[src/design/nhm_pkg.sv]
package nhm_pkg;

  // Table size limits and defaults.
  localparam int NODE_SLOTS_DEFAULT = 16;
  localparam int SLOT_W             = 6;
  localparam int MAX_RESULTS        = 16;
  localparam int KCOUNT_W           = 5;

  // Register reset values.
  localparam logic [7:0]  EXPECTED_LENGTH_RESET = 8'd25;
  localparam logic [31:0] LATE_TIMEOUT_RESET    = 32'd10000;
  localparam logic [15:0] TIME_WINDOW_RESET     = 16'd1000;

  // Register indexes on the configuration port.
  localparam logic [1:0] REG_EXPECTED_LENGTH = 2'd0;
  localparam logic [1:0] REG_LATE_TIMEOUT    = 2'd1;
  localparam logic [1:0] REG_TIME_WINDOW     = 2'd2;

  // Result kinds.
  localparam logic [1:0] KIND_STATUS  = 2'd0;
  localparam logic [1:0] KIND_WARNING = 2'd1;
  localparam logic [1:0] KIND_ALERT   = 2'd2;

  // Receive status codes.
  localparam logic [2:0] ST_IGNORED    = 3'd0;
  localparam logic [2:0] ST_ACCEPTED   = 3'd1;
  localparam logic [2:0] ST_ACCEPT_BAD = 3'd2;
  localparam logic [2:0] ST_DROPPED    = 3'd3;
  localparam logic [2:0] ST_FULL       = 3'd4;

  // Bit positions of the node marks.
  localparam int MARK_SKIP   = 0;
  localparam int MARK_BADSIG = 1;
  localparam int MARK_SUSP   = 2;

  // The request token that travels along the row of cells.
  typedef struct packed {
    logic                active;
    logic                is_check;
    logic [KCOUNT_W-1:0] kcount;
    logic                found;
    logic [SLOT_W-1:0]   slot;
    logic [7:0]          seq;
    logic [31:0]         offset;
    logic [2:0]          marks;
    logic                emit;
    logic [1:0]          emit_kind;
    logic [15:0]         emit_addr;
    logic                emit_skip;
  } probe_t;

  // Entry write broadcast to all cells.
  typedef struct packed {
    logic              we;
    logic [SLOT_W-1:0] slot;
    logic [15:0]       address;
    logic [7:0]        seq;
    logic [31:0]       seen;
    logic [31:0]       remote;
    logic [31:0]       offset;
    logic [2:0]        marks;
  } write_t;

endpackage

[src/design/nhm_cell.sv]
module nhm_cell #(
  parameter int INDEX = 0
) (
  input  logic            clk,
  input  logic            rst,
  input  nhm_pkg::probe_t probe_in,
  input  logic            occupied,
  input  logic [31:0]     now_ms,
  input  logic [15:0]     source_address,
  input  logic [31:0]     late_timeout_ms,
  input  nhm_pkg::write_t wr,
  output nhm_pkg::probe_t probe_out
);

  logic [15:0] address;
  logic [7:0]  seq;
  logic [31:0] seen;
  logic [31:0] remote;
  logic [31:0] offset;
  logic [2:0]  marks;

  logic            here;
  logic            late;
  logic            bad;
  logic            report;
  nhm_pkg::probe_t probe_next;

  assign here = (wr.slot == nhm_pkg::SLOT_W'(INDEX));

  // Late or badly signed nodes are reported on a check request.
  assign late   = (now_ms - seen) > late_timeout_ms;
  assign bad    = late || marks[nhm_pkg::MARK_BADSIG];
  assign report = probe_in.active && probe_in.is_check && occupied && bad &&
                  (probe_in.kcount < nhm_pkg::KCOUNT_W'(nhm_pkg::MAX_RESULTS));

  // Update the travelling request as it passes this entry.
  always_comb begin
    probe_next      = probe_in;
    probe_next.emit = 1'b0;
    if (probe_in.active && !probe_in.is_check && !probe_in.found && occupied &&
        address == source_address) begin
      probe_next.found  = 1'b1;
      probe_next.slot   = nhm_pkg::SLOT_W'(INDEX);
      probe_next.seq    = seq;
      probe_next.offset = offset;
      probe_next.marks  = marks;
    end
    if (report) begin
      probe_next.emit      = 1'b1;
      probe_next.emit_addr = address;
      probe_next.emit_skip = marks[nhm_pkg::MARK_SKIP];
      probe_next.emit_kind = marks[nhm_pkg::MARK_SUSP] ? nhm_pkg::KIND_ALERT
                                                        : nhm_pkg::KIND_WARNING;
      probe_next.kcount    = probe_in.kcount + 1'b1;
    end
  end

  // Hand the request on to the neighbour.
  always_ff @(posedge clk) begin
    if (rst) begin
      probe_out.active <= 1'b0;
      probe_out.emit   <= 1'b0;
    end else begin
      probe_out <= probe_next;
    end
  end

  // Entry storage: written by the controller or marked on a warning.
  always_ff @(posedge clk) begin
    if (wr.we && here) begin
      address <= wr.address;
      seq     <= wr.seq;
      seen    <= wr.seen;
      remote  <= wr.remote;
      offset  <= wr.offset;
      marks   <= wr.marks;
    end else if (report && !marks[nhm_pkg::MARK_SUSP]) begin
      marks[nhm_pkg::MARK_SUSP]   <= 1'b1;
      marks[nhm_pkg::MARK_BADSIG] <= 1'b0;
    end
  end

endmodule

[config.mk]
export PLATFORM = sky130hd
export DESIGN_NAME = nhm_cell
export DESIGN_NICKNAME = d
export VERILOG_FILES = /design/src/design/nhm_pkg.sv /design/src/design/nhm_cell.sv
export SDC_FILE = /design/constraint.sdc
export NUM_CORES = 1
export LEC_CHECK = 0
export ABC_CLOCK_PERIOD_IN_PS = 13580
export BUFFER_PORTS_ARGS = -buffer_cell sky130_fd_sc_hd__buf_2
export CORE_MARGIN = 8
export CORE_UTILIZATION = 50
export CTS_BUF_LIST = sky130_fd_sc_hd__clkbuf_8
export DETAILED_ROUTE_END_ITERATION = 10
export GPL_TIMING_DRIVEN = 0
export MAX_ROUTING_LAYER = met4
export PLACE_DENSITY = 0.89
export SYNTH_ARGS = -nofsm -noshare
export SYNTH_HDL_FRONTEND = slang
export SYNTH_SLANG_ARGS = --single-unit
[constraint.sdc]
create_clock -name clk -period 13.58 [get_ports clk]
set_input_delay 2.716 -clock clk [delete_from_list [all_inputs] [get_ports clk]]
set_output_delay 2.716 -clock clk [all_outputs]
set_load 0.05 [all_outputs]
==> results.yml <==
outcome:
  status: "complete, no violations"
timing:
  fin_skew_ns: 0.02452
  rsz0062_at_grt: "no"
  setup_violations: 0
  layout_worst_path_cycle_share: 0.5342
  fin_hold_viols: 0
  max-slew-margin-rel: 0.4783
  finalCriticalPeriod_ns: 7.254
  slew_violations: 0
  max_slew.worst_pin.slew_ns: 0.7754
  worst_slack_ns: 6.326
  fin_tns_setup_ns: 0
  hold_slack_ns: 0.5505
  achievable-frequency_mhz: 137.9
route:
  drt_pre_antenna_iters: 5
  route.vias.total: 6716
  drtIter0Drc: 259
  routed_wire_length_per_instance_um: 20.14
  vias_per_cell: 5.259
  drt-total-wl_um: 25720
  drtAntennaViolNets: 0
  route.detailed.drc: 0
clock_tree:
  root_buffer: "clkbuf_8"
  clk_transition_reported_paths_ns: 0.10
  ctsHtreeMaxLevel: 4
  clkLatencyLatePin_ns: 0.46
  cts.path.max_buffers: 2
  tritoncts.num_buffers: 17
  tritoncts_num_sinks: 168
  tritoncts_clock_tree: "built"
  cts_post_setup_buffers_inserted: 0
  cts_hold_buf: 0
  post_cts.resized_instances: 0
hold_path:
  hold_path_end: "probe_out[61]$_DFFE_PN_"
  holdCritStartpoint: "seq[6]$_DFFE_PP_"
  hold_path_class: "reg2reg"
  min_path_cells: 1
yosys:
  ys_types: 53
  synth-async-reset-ratio: 0
  share_of_synthesized_area_occupied_by_flip_flops_and_latches: 0.5748
  synth_area_sq_mm: 0.008742
  netlist.top_cell.by_area: "edfxtp_1"
  synth_warnings: 0
  synth_enable_flop_cells: 166
  netlist.area_leader.share: 0.5702
  mappedNetlistNets: 1020
  synth.ff_latch_count: 168
  synthTopCellsByCount: "edfxtp_1, inv_1, ha_1, mux2_2, a21oi_1"
  dominantRegCellSynth: "edfxtp_1"
  post_synth_inst_count: 665
  top_cells_by_area_synth: "edfxtp_1, ha_1, mux2_2"
  yosys.cell_count.top_type: "edfxtp_1"
  syn-mean-instance-area_sq_um: 13.15
die:
  die_x_um: 148.2
  fp.dieH_um: 148.2
  fp-row-count: 48
  start_util: 0.5090
  floorplan.die_area_sq_mm: 0.02197
  core-area_sq_mm: 0.01718
  io_pins: 367
placement:
  post_dp_cell_area_sq_mm: 0.01082
  placed_cells_incl_taps: 1236
  placed_wire_length_estimate_after_detailed_placement_um: 20900
  port_buffers: 333
  minimum_setup_slack_after_placement_ns: 5.713
  gp_routability_congestion: 0.8835
setup_path:
  regToRegEndpoint: "probe_out[7]$_DFFE_PN_"
  timing.setup.critical_path_class: "in2reg"
  crit_path_dat_ns: 7.46
  reg2reg_from: "seen[4]$_DFFE_PP_"
  startpoint_type: "input port"
  path_cells: "buf_2, inv_1, ha_1, inv_1, fa_1, a211oi_1, o211ai_1, a21oi_1, nor4b_1, o2111ai_1, nand2_1, a311oi_1, xnor2_1, ha_1, nand4_1, nor4_1, nand2_1, o22ai_2, buf_2, mux2_1"
  worstPathMaxFanout: 10
  register_to_register_path_depth: 17
  slowest_delay_ns: 0.50
  worst_path_max_delay_cell: "nor4_1"
  regToRegSetupSlack_ns: 8.39
  worst_ep_required_time_ns: 13.79
  critical_path.endpoint_type: "flip-flop"
finish:
  final_layout_size_suffix_gt1_frac: 0.4247
  num-fill-cells: 1305
  fin_cells: 1277
  finish.instance_area_sq_mm: 0.01128
  areaGrowthSynthToFinish_pct: 29.01
  utilization: 0.6566
  final_net_count: 1385
power:
  peakVddDrop_mv: 0.08492
  netSwitchingPower_mw: 0.3695
  clockPowerShare: 0.320
  p_seq_frac: 0.494
  static-leakage-power_nw: 5.031
  internal_power_mw: 0.8353
  finalPower_mw: 1.205
  pwr-share-comb: 0.186
  sw_frac_of_total: 0.3067
  power_density_mw_per_mm2: 106.8
run:
  drv.max_cap_violation_count: 0
global_route:
  number_of_global_route_vias_before_repair: 7197
  grt_start_max_net_pins: 58
  grt.total_usage: 0.2342
  grt_pass1_wl_um: 37940
  antenna_found_initial: 8
  global_route.overflow_total: 0
-- kinds of logic after synthesis --
family | after synthesis | share of synthesized area
xor+xnor | 44 | 0.04408
simple gates | 123 | 0.07442
compound gates | 120 | 0.09689
mux | 62 | 0.07986
buf+inv | 83 | 0.03607
flops | 168 | 0.5748
fa+ha+maj | 65 | 0.09389
-- final cells by class --
type                       count  area [sq um]  share of cell area
antenna                        9         22.52            0.001997
buffer                        11         45.04            0.003994
clock buffer                  17         234.0             0.02075
clock inverter                15         201.4             0.01786
inverter                      72         272.8             0.02418
multi-input combinational    414          3408              0.3022
sequential                   168          5025              0.4455
tap                          225         281.5             0.02496
timing repair buffer         346          1788              0.1585
-- power by group through the flow --
stage	combinational, mW	sequential (mW)	clock (mW)
finish	0.224	0.595	0.385
global placement	0.216	0.607	0
detailed placement	0.224	0.607	0
CTS	0.225	0.595	0.392
floorplan	0.0845	0.668	0
global route	0.243	0.597	0.409
-- worst max path at each step --
stage	start	endpoint	cells past startpoint
6_report	now_ms[0]	probe_out[7]$_DFFE_PN_	20
3_3_place_gp	wr[125]	marks[1]$_SDFFCE_PN0P_	4
3_5_place_dp	now_ms[0]	probe_out[7]$_DFFE_PN_	20
2_1_floorplan	wr[125]	marks[1]$_SDFFCE_PN0P_	3
5_1_grt	now_ms[0]	probe_out[7]$_DFFE_PN_	20
4_1_cts	now_ms[0]	probe_out[7]$_DFFE_PN_	20
-- state kept, by name, indices dropped and copies added, names as in the netlist --
| register | cells |
|---|---|
| offset | 32 |
| seq | 8 |
| marks | 3 |
| address | 16 |
| probe_out | 77 |
| seen | 32 |
-- routing by layer --
layer  up-vias  global-route usage  wire [um]
li1       3211                   -          -
met1      3161              0.2386       9282
met2       304              0.4071      13610
met3        40             0.08326       2215
met4         0             0.08975        614
met5         -                   -          0
-- cells in the final DEF, fill, tap and decap left out, drive strengths merged, types with 2 or more instances in the layout --
cell	n
nand2	27
and3	5
a31oi	5
o21a	7
nor2	23
nand4b	2
nor3	5
nand4	12
clkbuf	25
nand3	13
a21o	18
nand2b	7
dfxtp	2
xnor2	26
a2111oi	3
nor2b	8
a211oi	5
xor2	18
clkinv	6
a311oi	3
buf	349
o2111ai	4
diode	9
edfxtp	166
o211ai	7
o21bai	2
mux2	62
and2	9
nor4b	4
ha	64
a21oi	36
o21ai	23
nor4	5
inv	79
-- worst max-delay path, delay by kind of cell --
kind                     cells  cell delay, ns
AO/OA/AOI/OAI                6            1.78
adder cells (fa/ha/maj)      3            0.87
buffers and inverters        4            0.61
XOR/XNOR                     1            0.11
multiplexers                 1            0.38
AND/OR/NAND/NOR              5            0.99
No activity file was read; power rests on OpenSTA's default activity.
